### config.mk
export PLATFORM = sky130hd
export DESIGN_NAME = backing_store_map_table_unit_flat
export DESIGN_NICKNAME = d
export VERILOG_FILES = /design/src/rtl/core/bsmt_pkg.sv /design/src/rtl/core/bsmt_req_if.sv /design/src/rtl/core/bsmt_rsp_if.sv /design/src/rtl/core/backing_store_map_table_unit.sv /design/src/rtl/core/bsmt_ctrl.sv /design/src/rtl/core/bsmt_dp.sv /design/src/flat_wrapper.sv
export SDC_FILE = /design/constraint.sdc
export NUM_CORES = 2
export LEC_CHECK = 0
export BUFFER_PORTS_ARGS = -buffer_cell sky130_fd_sc_hd__buf_4
export CAP_MARGIN = 25
export CORE_MARGIN = 3
export CORE_UTILIZATION = 40
export CTS_CLUSTER_DIAMETER = 40
export DETAILED_ROUTE_END_ITERATION = 12
export PLACE_DENSITY = 0.62
export SLEW_MARGIN = 10
export SYNTH_ARGS = -nofsm -noshare
export SYNTH_HDL_FRONTEND = slang
export SYNTH_SLANG_ARGS = --single-unit
### constraint.sdc
create_clock -name clk -period 6.1 [get_ports clk]
set_clock_uncertainty 0.15 [all_clocks]
set_input_delay 0.61 -clock clk [delete_from_list [all_inputs] [get_ports clk]]
set_output_delay 0.61 -clock clk [all_outputs]
set_load 0.02 [all_outputs]
### src/rtl/core/bsmt_pkg.sv
`default_nettype none

package bsmt_pkg;

    // Default sizing
    localparam int ENTRIES_DEF    = 8;
    localparam int PROCESSES_DEF  = 64;
    localparam int PAGE_BYTES_DEF = 4096;

    // Fixed field widths
    localparam int OP_W     = 3;
    localparam int PID_W    = 6;
    localparam int SIDX_W   = 4;
    localparam int BASE_W   = 20;
    localparam int CNT_W    = 8;
    localparam int ADDR_W   = 32;
    localparam int FOUND_W  = 3;
    localparam int OFFSET_W = 21;

    localparam logic [BASE_W-1:0] DEFAULT_BASE  = 20'd4096;
    localparam logic [CNT_W-1:0]  MAX_PAGES_RST = 8'd128;
    localparam int                OFFSET_LIMIT  = 1048575;

    // Operation codes
    localparam logic [OP_W-1:0] OP_CLEAR  = 3'd0;
    localparam logic [OP_W-1:0] OP_ALLOC  = 3'd1;
    localparam logic [OP_W-1:0] OP_FREE   = 3'd2;
    localparam logic [OP_W-1:0] OP_MAP    = 3'd3;
    localparam logic [OP_W-1:0] OP_LOOKUP = 3'd4;
    localparam logic [OP_W-1:0] OP_UNMAP  = 3'd5;

    // Controller to datapath commands
    typedef struct packed {
        logic load;    // capture the input beat
        logic search;  // run the table searches and checks
        logic commit;  // update the table and load the result register
    } cmd_t;

endpackage

`default_nettype wire

### src/rtl/core/bsmt_req_if.sv
`default_nettype none

interface bsmt_req_if;
    logic                                valid;
    logic                                ready;
    logic [bsmt_pkg::OP_W-1:0]           operation;
    logic [bsmt_pkg::PID_W-1:0]          process_id;
    logic [bsmt_pkg::SIDX_W-1:0]         store_index;
    logic [bsmt_pkg::BASE_W-1:0]         base_page;
    logic [bsmt_pkg::CNT_W-1:0]          page_count;
    logic [bsmt_pkg::ADDR_W-1:0]         virtual_address;

    modport source (
        output valid, operation, process_id, store_index, base_page, page_count,
               virtual_address,
        input  ready
    );

    modport sink (
        input  valid, operation, process_id, store_index, base_page, page_count,
               virtual_address,
        output ready
    );
endinterface

`default_nettype wire

### src/rtl/core/bsmt_rsp_if.sv
`default_nettype none

interface bsmt_rsp_if;
    logic                                  valid;
    logic                                  ready;
    logic                                  result_status;
    logic [bsmt_pkg::FOUND_W-1:0]          found_index;
    logic signed [bsmt_pkg::OFFSET_W-1:0]  page_offset;

    modport source (
        output valid, result_status, found_index, page_offset,
        input  ready
    );

    modport sink (
        input  valid, result_status, found_index, page_offset,
        output ready
    );
endinterface

`default_nettype wire

### src/rtl/core/backing_store_map_table_unit.sv
// Backing-store map table: a small table of store entries, each with a mapped
// flag, a per-process user mask, base page, page count and shared flag.
// Channels: req carries one request beat (operation, process_id, store_index,
// base_page, page_count, virtual_address); rsp returns exactly one result
// beat per request (result_status, found_index, page_offset). Both are
// valid/ready; a beat moves on a rising edge with valid and ready high.
// cfg_write/cfg_data write max_pages; write it only while the block is idle.
// Path: the request is captured on acceptance, searched in the search state,
// and in the commit state the table is updated and the result register loaded.
// Overlap: the next request can be taken in the commit state of the one before,
// once the result register is free.
// Reset: all entries unmapped, masks clear, base page 4096, max_pages 128.
// No clearing pass is needed; the table is usable straight after reset.
// Stall: the result register holds its beat until taken; a commit waits for
// it to free up, and no new request is taken meanwhile.
`default_nettype none

module backing_store_map_table_unit #(
    parameter int ENTRIES    = bsmt_pkg::ENTRIES_DEF,
    parameter int PROCESSES  = bsmt_pkg::PROCESSES_DEF,
    parameter int PAGE_BYTES = bsmt_pkg::PAGE_BYTES_DEF
) (
    input  wire logic                        clk,
    input  wire logic                        rst_n,
    input  wire logic                        cfg_write,
    input  wire logic [bsmt_pkg::CNT_W-1:0]  cfg_data,
    bsmt_req_if.sink                         req,
    bsmt_rsp_if.source                       rsp
);

    bsmt_pkg::cmd_t cmd;

    // Sequencer: owns the handshakes and the output valid flag
    bsmt_ctrl u_ctrl (
        .clk       (clk),
        .rst_n     (rst_n),
        .in_valid  (req.valid),
        .in_ready  (req.ready),
        .out_valid (rsp.valid),
        .out_ready (rsp.ready),
        .cmd       (cmd)
    );

    // Table, searches, checks and the result payload register
    bsmt_dp #(
        .ENTRIES    (ENTRIES),
        .PROCESSES  (PROCESSES),
        .PAGE_BYTES (PAGE_BYTES)
    ) u_dp (
        .clk             (clk),
        .rst_n           (rst_n),
        .cmd             (cmd),
        .cfg_write       (cfg_write),
        .cfg_data        (cfg_data),
        .operation       (req.operation),
        .process_id      (req.process_id),
        .store_index     (req.store_index),
        .base_page       (req.base_page),
        .page_count      (req.page_count),
        .virtual_address (req.virtual_address),
        .result_status   (rsp.result_status),
        .found_index     (rsp.found_index),
        .page_offset     (rsp.page_offset)
    );

endmodule

`default_nettype wire

### src/rtl/core/bsmt_ctrl.sv
`default_nettype none

module bsmt_ctrl (
    input  wire logic           clk,
    input  wire logic           rst_n,
    input  wire logic           in_valid,
    output logic                in_ready,
    output logic                out_valid,
    input  wire logic           out_ready,
    output bsmt_pkg::cmd_t      cmd
);

    localparam logic [1:0] ST_IDLE   = 2'd0;
    localparam logic [1:0] ST_SEARCH = 2'd1;
    localparam logic [1:0] ST_COMMIT = 2'd2;

    logic [1:0] state_reg;
    logic [1:0] state_next;
    logic       out_valid_reg;
    logic       out_valid_next;
    logic       slot_free;
    logic       accept;
    logic       commit;

    assign slot_free = !out_valid_reg || out_ready;
    assign in_ready  = (state_reg == ST_IDLE) || ((state_reg == ST_COMMIT) && slot_free);
    assign accept    = in_valid && in_ready;
    assign commit    = (state_reg == ST_COMMIT) && slot_free;

    always_comb
    begin
        state_next = state_reg;
        unique case (state_reg)
            ST_IDLE:
            begin
                if (accept)
                begin
                    state_next = ST_SEARCH;
                end
            end
            ST_SEARCH:
            begin
                state_next = ST_COMMIT;
            end
            ST_COMMIT:
            begin
                if (slot_free)
                begin
                    state_next = accept ? ST_SEARCH : ST_IDLE;
                end
            end
            default:
            begin
                state_next = ST_IDLE;
            end
        endcase
    end

    always_comb
    begin
        if (commit)
        begin
            out_valid_next = 1'b1;
        end
        else if (out_ready)
        begin
            out_valid_next = 1'b0;
        end
        else
        begin
            out_valid_next = out_valid_reg;
        end
    end

    always_ff @(posedge clk or negedge rst_n)
    begin
        if (!rst_n)
        begin
            state_reg     <= ST_IDLE;
            out_valid_reg <= 1'b0;
        end
        else
        begin
            state_reg     <= state_next;
            out_valid_reg <= out_valid_next;
        end
    end

    assign out_valid  = out_valid_reg;
    assign cmd.load   = accept;
    assign cmd.search = (state_reg == ST_SEARCH);
    assign cmd.commit = commit;

`ifndef SYNTHESIS
    a_accept_to_search: assert property (@(posedge clk) disable iff (!rst_n)
        accept |=> (state_reg == ST_SEARCH))
        else $error("accepted beat did not enter search");

    a_search_to_commit: assert property (@(posedge clk) disable iff (!rst_n)
        (state_reg == ST_SEARCH) |=> (state_reg == ST_COMMIT))
        else $error("search did not advance to commit");

    a_commit_loads_out: assert property (@(posedge clk) disable iff (!rst_n)
        commit |=> out_valid_reg)
        else $error("commit did not present a result");

    a_commit_waits: assert property (@(posedge clk) disable iff (!rst_n)
        ((state_reg == ST_COMMIT) && !slot_free) |=> (state_reg == ST_COMMIT))
        else $error("commit left while result register was full");
`endif

endmodule

`default_nettype wire

### src/rtl/core/bsmt_dp.sv
`default_nettype none

module bsmt_dp #(
    parameter int ENTRIES    = bsmt_pkg::ENTRIES_DEF,
    parameter int PROCESSES  = bsmt_pkg::PROCESSES_DEF,
    parameter int PAGE_BYTES = bsmt_pkg::PAGE_BYTES_DEF
) (
    input  wire logic                                 clk,
    input  wire logic                                 rst_n,
    input  wire bsmt_pkg::cmd_t                       cmd,
    input  wire logic                                 cfg_write,
    input  wire logic [bsmt_pkg::CNT_W-1:0]           cfg_data,
    input  wire logic [bsmt_pkg::OP_W-1:0]            operation,
    input  wire logic [bsmt_pkg::PID_W-1:0]           process_id,
    input  wire logic [bsmt_pkg::SIDX_W-1:0]          store_index,
    input  wire logic [bsmt_pkg::BASE_W-1:0]          base_page,
    input  wire logic [bsmt_pkg::CNT_W-1:0]           page_count,
    input  wire logic [bsmt_pkg::ADDR_W-1:0]          virtual_address,
    output logic                                      result_status,
    output logic [bsmt_pkg::FOUND_W-1:0]              found_index,
    output logic signed [bsmt_pkg::OFFSET_W-1:0]      page_offset
);

    localparam int IDX_W      = (ENTRIES > 1) ? $clog2(ENTRIES) : 1;
    localparam int MPID_W     = (PROCESSES > 1) ? $clog2(PROCESSES) : 1;
    localparam int PAGE_SHIFT = $clog2(PAGE_BYTES);
    localparam int DIFF_W     = bsmt_pkg::ADDR_W + 2;
    localparam logic signed [DIFF_W-1:0] LIM_HI = DIFF_W'(bsmt_pkg::OFFSET_LIMIT);
    localparam logic signed [DIFF_W-1:0] LIM_LO = -LIM_HI;
    localparam logic signed [bsmt_pkg::OFFSET_W-1:0] OFS_HI =
        bsmt_pkg::OFFSET_W'(bsmt_pkg::OFFSET_LIMIT);

    // Captured request
    logic [bsmt_pkg::OP_W-1:0]    op_reg;
    logic [bsmt_pkg::PID_W-1:0]   pid_reg;
    logic [bsmt_pkg::SIDX_W-1:0]  sidx_reg;
    logic [bsmt_pkg::BASE_W-1:0]  base_in_reg;
    logic [bsmt_pkg::CNT_W-1:0]   cnt_reg;
    logic [bsmt_pkg::ADDR_W-1:0]  addr_reg;

    logic [bsmt_pkg::CNT_W-1:0]   max_pages_reg;

    // Table
    logic                         mapped_reg [ENTRIES];
    logic [PROCESSES-1:0]         mask_reg   [ENTRIES];
    logic [bsmt_pkg::BASE_W-1:0]  base_reg   [ENTRIES];
    logic [bsmt_pkg::CNT_W-1:0]   count_reg  [ENTRIES];
    logic                         shared_reg [ENTRIES];

    // Search results
    logic                         ok_reg;
    logic                         ok_next;
    logic [IDX_W-1:0]             sel_reg;
    logic [IDX_W-1:0]             sel_next;

    logic                         idx_ok;
    logic                         pid_ok;
    logic                         free_found;
    logic [IDX_W-1:0]             free_sel;
    logic                         user_hit;
    logic [IDX_W-1:0]             user_sel;
    logic [IDX_W-1:0]             wr_idx;
    logic [MPID_W-1:0]            bit_sel;

    logic [bsmt_pkg::BASE_W-1:0]  base_sel;
    logic [bsmt_pkg::ADDR_W:0]    page_ext;
    logic signed [DIFF_W-1:0]     diff;
    logic signed [bsmt_pkg::OFFSET_W-1:0] offset_sat;
    logic [IDX_W+2:0]             sel_ext;

    assign idx_ok  = {1'b0, sidx_reg} < (bsmt_pkg::SIDX_W + 1)'(ENTRIES);
    assign pid_ok  = {1'b0, pid_reg} < (bsmt_pkg::PID_W + 1)'(PROCESSES);
    assign wr_idx  = sidx_reg[IDX_W-1:0];
    assign bit_sel = pid_reg[MPID_W-1:0];

    always_ff @(posedge clk)
    begin
        if (cmd.load)
        begin
            op_reg      <= operation;
            pid_reg     <= process_id;
            sidx_reg    <= store_index;
            base_in_reg <= base_page;
            cnt_reg     <= page_count;
            addr_reg    <= virtual_address;
        end
    end

    always_ff @(posedge clk or negedge rst_n)
    begin
        if (!rst_n)
        begin
            max_pages_reg <= bsmt_pkg::MAX_PAGES_RST;
        end
        else if (cfg_write)
        begin
            max_pages_reg <= cfg_data;
        end
    end

    // Priority searches: lowest free entry and lowest entry holding the process
    always_comb
    begin
        free_found = 1'b0;
        free_sel   = '0;
        user_hit   = 1'b0;
        user_sel   = '0;
        for (int k = ENTRIES - 1; k >= 0; k--)
        begin
            if (!mapped_reg[k])
            begin
                free_found = 1'b1;
                free_sel   = IDX_W'(k);
            end
            if (pid_ok && mask_reg[k][bit_sel])
            begin
                user_hit = 1'b1;
                user_sel = IDX_W'(k);
            end
        end
    end

    always_comb
    begin
        ok_next  = 1'b0;
        sel_next = '0;
        unique case (op_reg)
            bsmt_pkg::OP_CLEAR:  ok_next = 1'b1;
            bsmt_pkg::OP_ALLOC:
            begin
                ok_next  = free_found;
                sel_next = free_sel;
            end
            bsmt_pkg::OP_FREE:   ok_next = idx_ok;
            bsmt_pkg::OP_MAP:
            begin
                ok_next = idx_ok && (cnt_reg != '0) && (cnt_reg <= max_pages_reg) && pid_ok;
            end
            bsmt_pkg::OP_LOOKUP,
            bsmt_pkg::OP_UNMAP:
            begin
                ok_next  = user_hit;
                sel_next = user_sel;
            end
            default:             ok_next = 1'b0;
        endcase
    end

    always_ff @(posedge clk or negedge rst_n)
    begin
        if (!rst_n)
        begin
            ok_reg  <= 1'b0;
            sel_reg <= '0;
        end
        else if (cmd.search)
        begin
            ok_reg  <= ok_next;
            sel_reg <= sel_next;
        end
    end

    // Table update
    always_ff @(posedge clk or negedge rst_n)
    begin
        if (!rst_n)
        begin
            for (int k = 0; k < ENTRIES; k++)
            begin
                mapped_reg[k] <= 1'b0;
                mask_reg[k]   <= '0;
                base_reg[k]   <= bsmt_pkg::DEFAULT_BASE;
                count_reg[k]  <= '0;
                shared_reg[k] <= 1'b0;
            end
        end
        else if (cmd.commit && ok_reg)
        begin
            unique case (op_reg)
                bsmt_pkg::OP_CLEAR:
                begin
                    for (int k = 0; k < ENTRIES; k++)
                    begin
                        mapped_reg[k] <= 1'b0;
                        mask_reg[k]   <= '0;
                        base_reg[k]   <= bsmt_pkg::DEFAULT_BASE;
                        count_reg[k]  <= '0;
                        shared_reg[k] <= 1'b0;
                    end
                end
                bsmt_pkg::OP_FREE:
                begin
                    mapped_reg[wr_idx] <= 1'b0;
                    mask_reg[wr_idx]   <= '0;
                    base_reg[wr_idx]   <= bsmt_pkg::DEFAULT_BASE;
                    count_reg[wr_idx]  <= '0;
                    shared_reg[wr_idx] <= 1'b0;
                end
                bsmt_pkg::OP_MAP:
                begin
                    mapped_reg[wr_idx]        <= 1'b1;
                    mask_reg[wr_idx][bit_sel] <= 1'b1;
                    base_reg[wr_idx]          <= base_in_reg;
                    count_reg[wr_idx]         <= cnt_reg;
                    shared_reg[wr_idx]        <= 1'b1;
                end
                bsmt_pkg::OP_UNMAP:
                begin
                    mapped_reg[sel_reg]        <= 1'b0;
                    mask_reg[sel_reg][bit_sel] <= 1'b0;
                    base_reg[sel_reg]          <= bsmt_pkg::DEFAULT_BASE;
                    count_reg[sel_reg]         <= '0;
                    shared_reg[sel_reg]        <= 1'b0;
                end
                default:
                begin
                end
            endcase
        end
    end

    // Page offset: address page minus entry base, saturated
    assign base_sel = base_reg[sel_reg];
    assign page_ext = {1'b0, addr_reg} >> PAGE_SHIFT;
    assign diff     = $signed({1'b0, page_ext})
                    - $signed({{(DIFF_W - bsmt_pkg::BASE_W){1'b0}}, base_sel});

    always_comb
    begin
        if (diff > LIM_HI)
        begin
            offset_sat = OFS_HI;
        end
        else if (diff < LIM_LO)
        begin
            offset_sat = -OFS_HI;
        end
        else
        begin
            offset_sat = $signed(diff[bsmt_pkg::OFFSET_W-1:0]);
        end
    end

    assign sel_ext = {3'b000, sel_reg};

    // Result register
    always_ff @(posedge clk)
    begin
        if (cmd.commit)
        begin
            result_status <= !ok_reg;
            found_index   <= '0;
            page_offset   <= '0;
            if (ok_reg && ((op_reg == bsmt_pkg::OP_ALLOC) || (op_reg == bsmt_pkg::OP_LOOKUP)
                           || (op_reg == bsmt_pkg::OP_UNMAP)))
            begin
                found_index <= sel_ext[bsmt_pkg::FOUND_W-1:0];
            end
            if (ok_reg && (op_reg == bsmt_pkg::OP_LOOKUP))
            begin
                page_offset <= offset_sat;
            end
        end
    end

endmodule

`default_nettype wire

### src/flat_wrapper.sv
// flat-port wrapper written by rule: the top's interface ports become plain ports
module backing_store_map_table_unit_flat 
#(
    parameter int ENTRIES    = bsmt_pkg::ENTRIES_DEF,
    parameter int PROCESSES  = bsmt_pkg::PROCESSES_DEF,
    parameter int PAGE_BYTES = bsmt_pkg::PAGE_BYTES_DEF
)
  (clk, rst_n, cfg_write, cfg_data, req_valid, req_operation, req_process_id, req_store_index, req_base_page, req_page_count, req_virtual_address, req_ready, rsp_valid, rsp_result_status, rsp_found_index, rsp_page_offset, rsp_ready);
  bsmt_req_if req_i ();
  bsmt_rsp_if rsp_i ();
  input  wire logic clk;
  input  wire logic rst_n;
  input  wire logic cfg_write;
  input  wire logic [bsmt_pkg::CNT_W-1:0] cfg_data;
  input wire logic [$bits(req_i.valid)-1:0] req_valid;
  input wire logic [$bits(req_i.operation)-1:0] req_operation;
  input wire logic [$bits(req_i.process_id)-1:0] req_process_id;
  input wire logic [$bits(req_i.store_index)-1:0] req_store_index;
  input wire logic [$bits(req_i.base_page)-1:0] req_base_page;
  input wire logic [$bits(req_i.page_count)-1:0] req_page_count;
  input wire logic [$bits(req_i.virtual_address)-1:0] req_virtual_address;
  output wire logic [$bits(req_i.ready)-1:0] req_ready;
  output wire logic [$bits(rsp_i.valid)-1:0] rsp_valid;
  output wire logic [$bits(rsp_i.result_status)-1:0] rsp_result_status;
  output wire logic [$bits(rsp_i.found_index)-1:0] rsp_found_index;
  output wire logic [$bits(rsp_i.page_offset)-1:0] rsp_page_offset;
  input wire logic [$bits(rsp_i.ready)-1:0] rsp_ready;
  assign req_i.valid = req_valid;
  assign req_i.operation = req_operation;
  assign req_i.process_id = req_process_id;
  assign req_i.store_index = req_store_index;
  assign req_i.base_page = req_base_page;
  assign req_i.page_count = req_page_count;
  assign req_i.virtual_address = req_virtual_address;
  assign req_ready = req_i.ready;
  assign rsp_valid = rsp_i.valid;
  assign rsp_result_status = rsp_i.result_status;
  assign rsp_found_index = rsp_i.found_index;
  assign rsp_page_offset = rsp_i.page_offset;
  assign rsp_i.ready = rsp_ready;
  backing_store_map_table_unit #(.ENTRIES(ENTRIES), .PROCESSES(PROCESSES), .PAGE_BYTES(PAGE_BYTES)) u_core (.clk(clk), .rst_n(rst_n), .cfg_write(cfg_write), .cfg_data(cfg_data), .req(req_i), .rsp(rsp_i));
endmodule
==> results by group <==
Run status
  • Status: finished, final reports clean

Global route
  • Largest net degree at the start of global routing: 149
  • Overflow after GRT: 0
  • Global-route wire length before repair: 233000 um
  • Initial antenna violation count: 5
  • Vias in the first global route: 34700
  • GR Util All Layers: 31.0%

Synth
  • Area leader, netlist: dfrtp_1
  • Net Count, Synth: 4003
  • Fraction of registers with async set/reset: 89.0%
  • Synthesized area per cell: 9.93 um^2
  • Post-synthesis register bit count: 781
  • Post-synth top area share: 44.5%
  • Post-synthesis instance area: 38600 um^2
  • Top-count cell post-synth: dfrtp_1
  • Post-synth EDFFs: 86
  • Synth cell types: 85
  • Post-synth top cells: 686 x dfrtp_1, 533 x o21ai_0, 442 x nor2_1
  • Synth top area cells: dfrtp_1 44%, a22o_1 7.8%, o21ai_0 6.9%, edfxtp_1 6.7%, a21oi_1 4.7%
  • Synthesis Warnings: 0
  • Post-Syn Instances: 3885
  • Post-synth top flop: dfrtp_1
  • Register area share after synthesis: 51.8%

Critical path
  • WS Path Type: flip-flop to flip-flop
  • CP delay by family, top: simple AND/OR/NAND/NOR gates
  • Worst r2r src: u_core.u_dp.sel_reg[2]$_DFFE_PN0N_
  • Arrival time worst endpoint: 6.11 ns
  • Element type at the critical path start: flip-flop
  • Worst Setup SP: u_core.u_dp.sel_reg[2]$_DFFE_PN0N_
  • Worst EP required: 6.55 ns
  • Critical-path cell list: nor3b_2, buf_4, a22oi_1, and3_1, ha_1, nand3_1, a2111oi_0, nor3_1, xnor2_1, nor4b_1, nand4b_1, or4_1, o21bai_1, ha_1, inv_1, nand4_1, buf_12, and3b_1
  • Crit path largest cell delay: 0.85 ns
  • Crit-path slowest cell: nor3b_2
  • Crit Path Max Fanout: 13
  • CP endpoint kind: flip-flop
  • Critical Path Most Common Cell: ha_1
  • Buf+Inv Stages, Crit Path: 3

Detailed routing
  • Average routed wire per standard cell: 29.3 um
  • Starting DRT DRC Count: 4910
  • Antenna viol nets, final: 0
  • Residual DRC count: 0
  • Via density: 6.62
  • Routed via count: 35500
  • DRT Pass-1 Iters: 6
  • Routed wire length: 157000 um

Run
  • Max-cap viol count: 0

Pwr
  • PnR Total Power: 14.6 mW
  • Peak supply drop: 0.218 mV
  • Leak pwr: 20.0 nW
  • P per Cell Area: 316 nW/um^2

Min path
  • Worst hold path class: input port to flip-flop
  • Min-delay src: cfg_write

Layout
  • Share of cells above drive strength 1: 15.7%
  • Fill cells: 8730
  • Layout area overhead: 19.9%
  • Nets: 4103
  • Max FFs per register: 512

Die
  • Total die area: 100000 um^2
  • Height of the die: 317 um
  • Number of I/O pins: 113
  • Die width: 317 um
  • Initial Util: 40.5%
  • Row cnt: 113
  • Core area: 95300 um^2

Clock network
  • Worst skew pair latency: 0.77 ns
  • CTS clk-pin slew, worst paths: 0.05 ns
  • CTS tree: yes
  • Max clock buf depth: 3
  • CTS Buf Count: 131
  • Clk sink count: 781
  • Post-cts resize count: 0
  • CTS root buf: clkbuf_16
  • H-tree depth: 4

Timing
  • Tcrit/Tclk final: 92.8%
  • Final min period: 5.66 ns
  • Worst slew margin: 20.2%
  • Max frequency: 0.177 GHz
  • Final Setup Violations: 0
  • Pins over their slew limit: 0
  • Final-report hold violation count: 0
  • Least-Margin Pin Slew: 1.19 ns
  • WHS: 0.0480 ns
  • Setup TNS: 0 ns
  • RSZ-0062 raised after global routing: no

Placement
  • Port Buffers: 100
  • GP Congestion: 0.984
  • HPWL after DPL: 96200 um
worst paths after layout:
path                                                                  end  slack (ns)  cells after the start
min in group asynchronous            u_core.u_dp.base_reg[71]$_DFFE_PN0P_        0.27                      2
worst min register to register      u_core.u_dp.mask_reg[355]$_DFFE_PN0P_        0.34                      2
max in group asynchronous            u_core.u_dp.mask_reg[28]$_DFFE_PN0P_        4.08                      3
worst min-delay path             u_core.u_dp.max_pages_reg[5]$_DFFE_PN0P_        0.05                      2
worst max register to register  u_core.u_dp.page_offset[13]$_SDFFCE_PN0P_        0.44                     18
worst max-delay path            u_core.u_dp.page_offset[13]$_SDFFCE_PN0P_        0.44                     18
layout make-up:
type | count | area (um^2) | share of cell area, %
Antenna cell | 1 | 2.50 | 0.00541
Clock inverter | 85 | 960 | 2.07
Clock buffer | 156 | 3510 | 7.59
Multi-Input combinational cell | 2711 | 17200 | 37.1
Tap cell | 1265 | 1580 | 3.42
Inverter | 34 | 128 | 0.276
Sequential cell | 781 | 20000 | 43.2
Timing Repair Buffer | 326 | 2910 | 6.30
report_power, final:
part	internal, mW	switching [mW]	leakage, nW
registers	5.40	0.106	10.5
clock network	4.63	2.91	2.16
logic	0.466	1.11	7.37
total	10.5	4.12	20.0
cell usage in the layout, fill, tap and decap left out, drive strengths merged, types with 14 or more instances in the layout:
cell / count
a211oi: 17
a21oi: 364
a221oi: 44
a22o: 344
a22oi: 61
a31oi: 88
and2: 15
and3: 25
buf: 253
clkbuf: 156
clkinv: 39
clkinvlp: 15
dfrtp: 686
dlygate4sd3: 73
edfxtp: 86
ha: 31
inv: 55
mux2: 45
mux2i: 55
mux4: 35
nand2: 188
nand2b: 16
nand3: 67
nor2: 444
nor2b: 16
nor3: 35
o21ai: 545
o221ai: 30
o22a: 14
o22ai: 63
or2: 15
layer usage:
layer | wire length, um | vias to the layer above | track usage, % | part of all wire (%)
li1 | - | 14700 | - | -
met1 | 60900 | 17700 | 41.0 | 39
met2 | 67900 | 2469 | 46.0 | 43
met3 | 18300 | 579 | 8.57 | 12
met4 | 9810 | 2 | 17.3 | 6.2
met5 | 17 | - | 0 | 0.011
what timing repair did:
| action | 4_1_cts | 5_1_grt |
|---|---|---|
| hold buffers | 73 | 0 |
| setup buffers | 0 | 0 |
| endpoints found under the setup margin | 0 | 0 |
| hold endpoints to repair | 137 | 0 |
kinds of logic (layout without fill, tap and decap cells):
family                   count (synthesis)  in the layout  synth area share [%]
adder cells (fa/ha/maj)                 32             32                  1.06
AND/OR/NAND/NOR                        888            888                  10.4
XOR/XNOR                                15             15                 0.341
flip-flops                             781            781                  51.8
buffers and inverters                  393            601                  4.47
AO/OA/AOI/OAI                         1641           1641                  27.2
other                                    0              1                     0
multiplexers                           135            135                  4.78
stage by stage:
stage          area, um^2  instances  utilization, %  setup WS (ns)
2_1_floorplan       38600       3885               -          0.972
3_3_place_gp        40800       5027            42.8          0.517
3_5_place_dp        40900       5033            42.9          0.472
4_1_cts             46100       5347            48.4          0.419
5_1_grt             46300       5358            48.6         0.0449
6_report            46300       5359            48.6          0.441
Note: power is estimated with default switching activity, not from simulation.
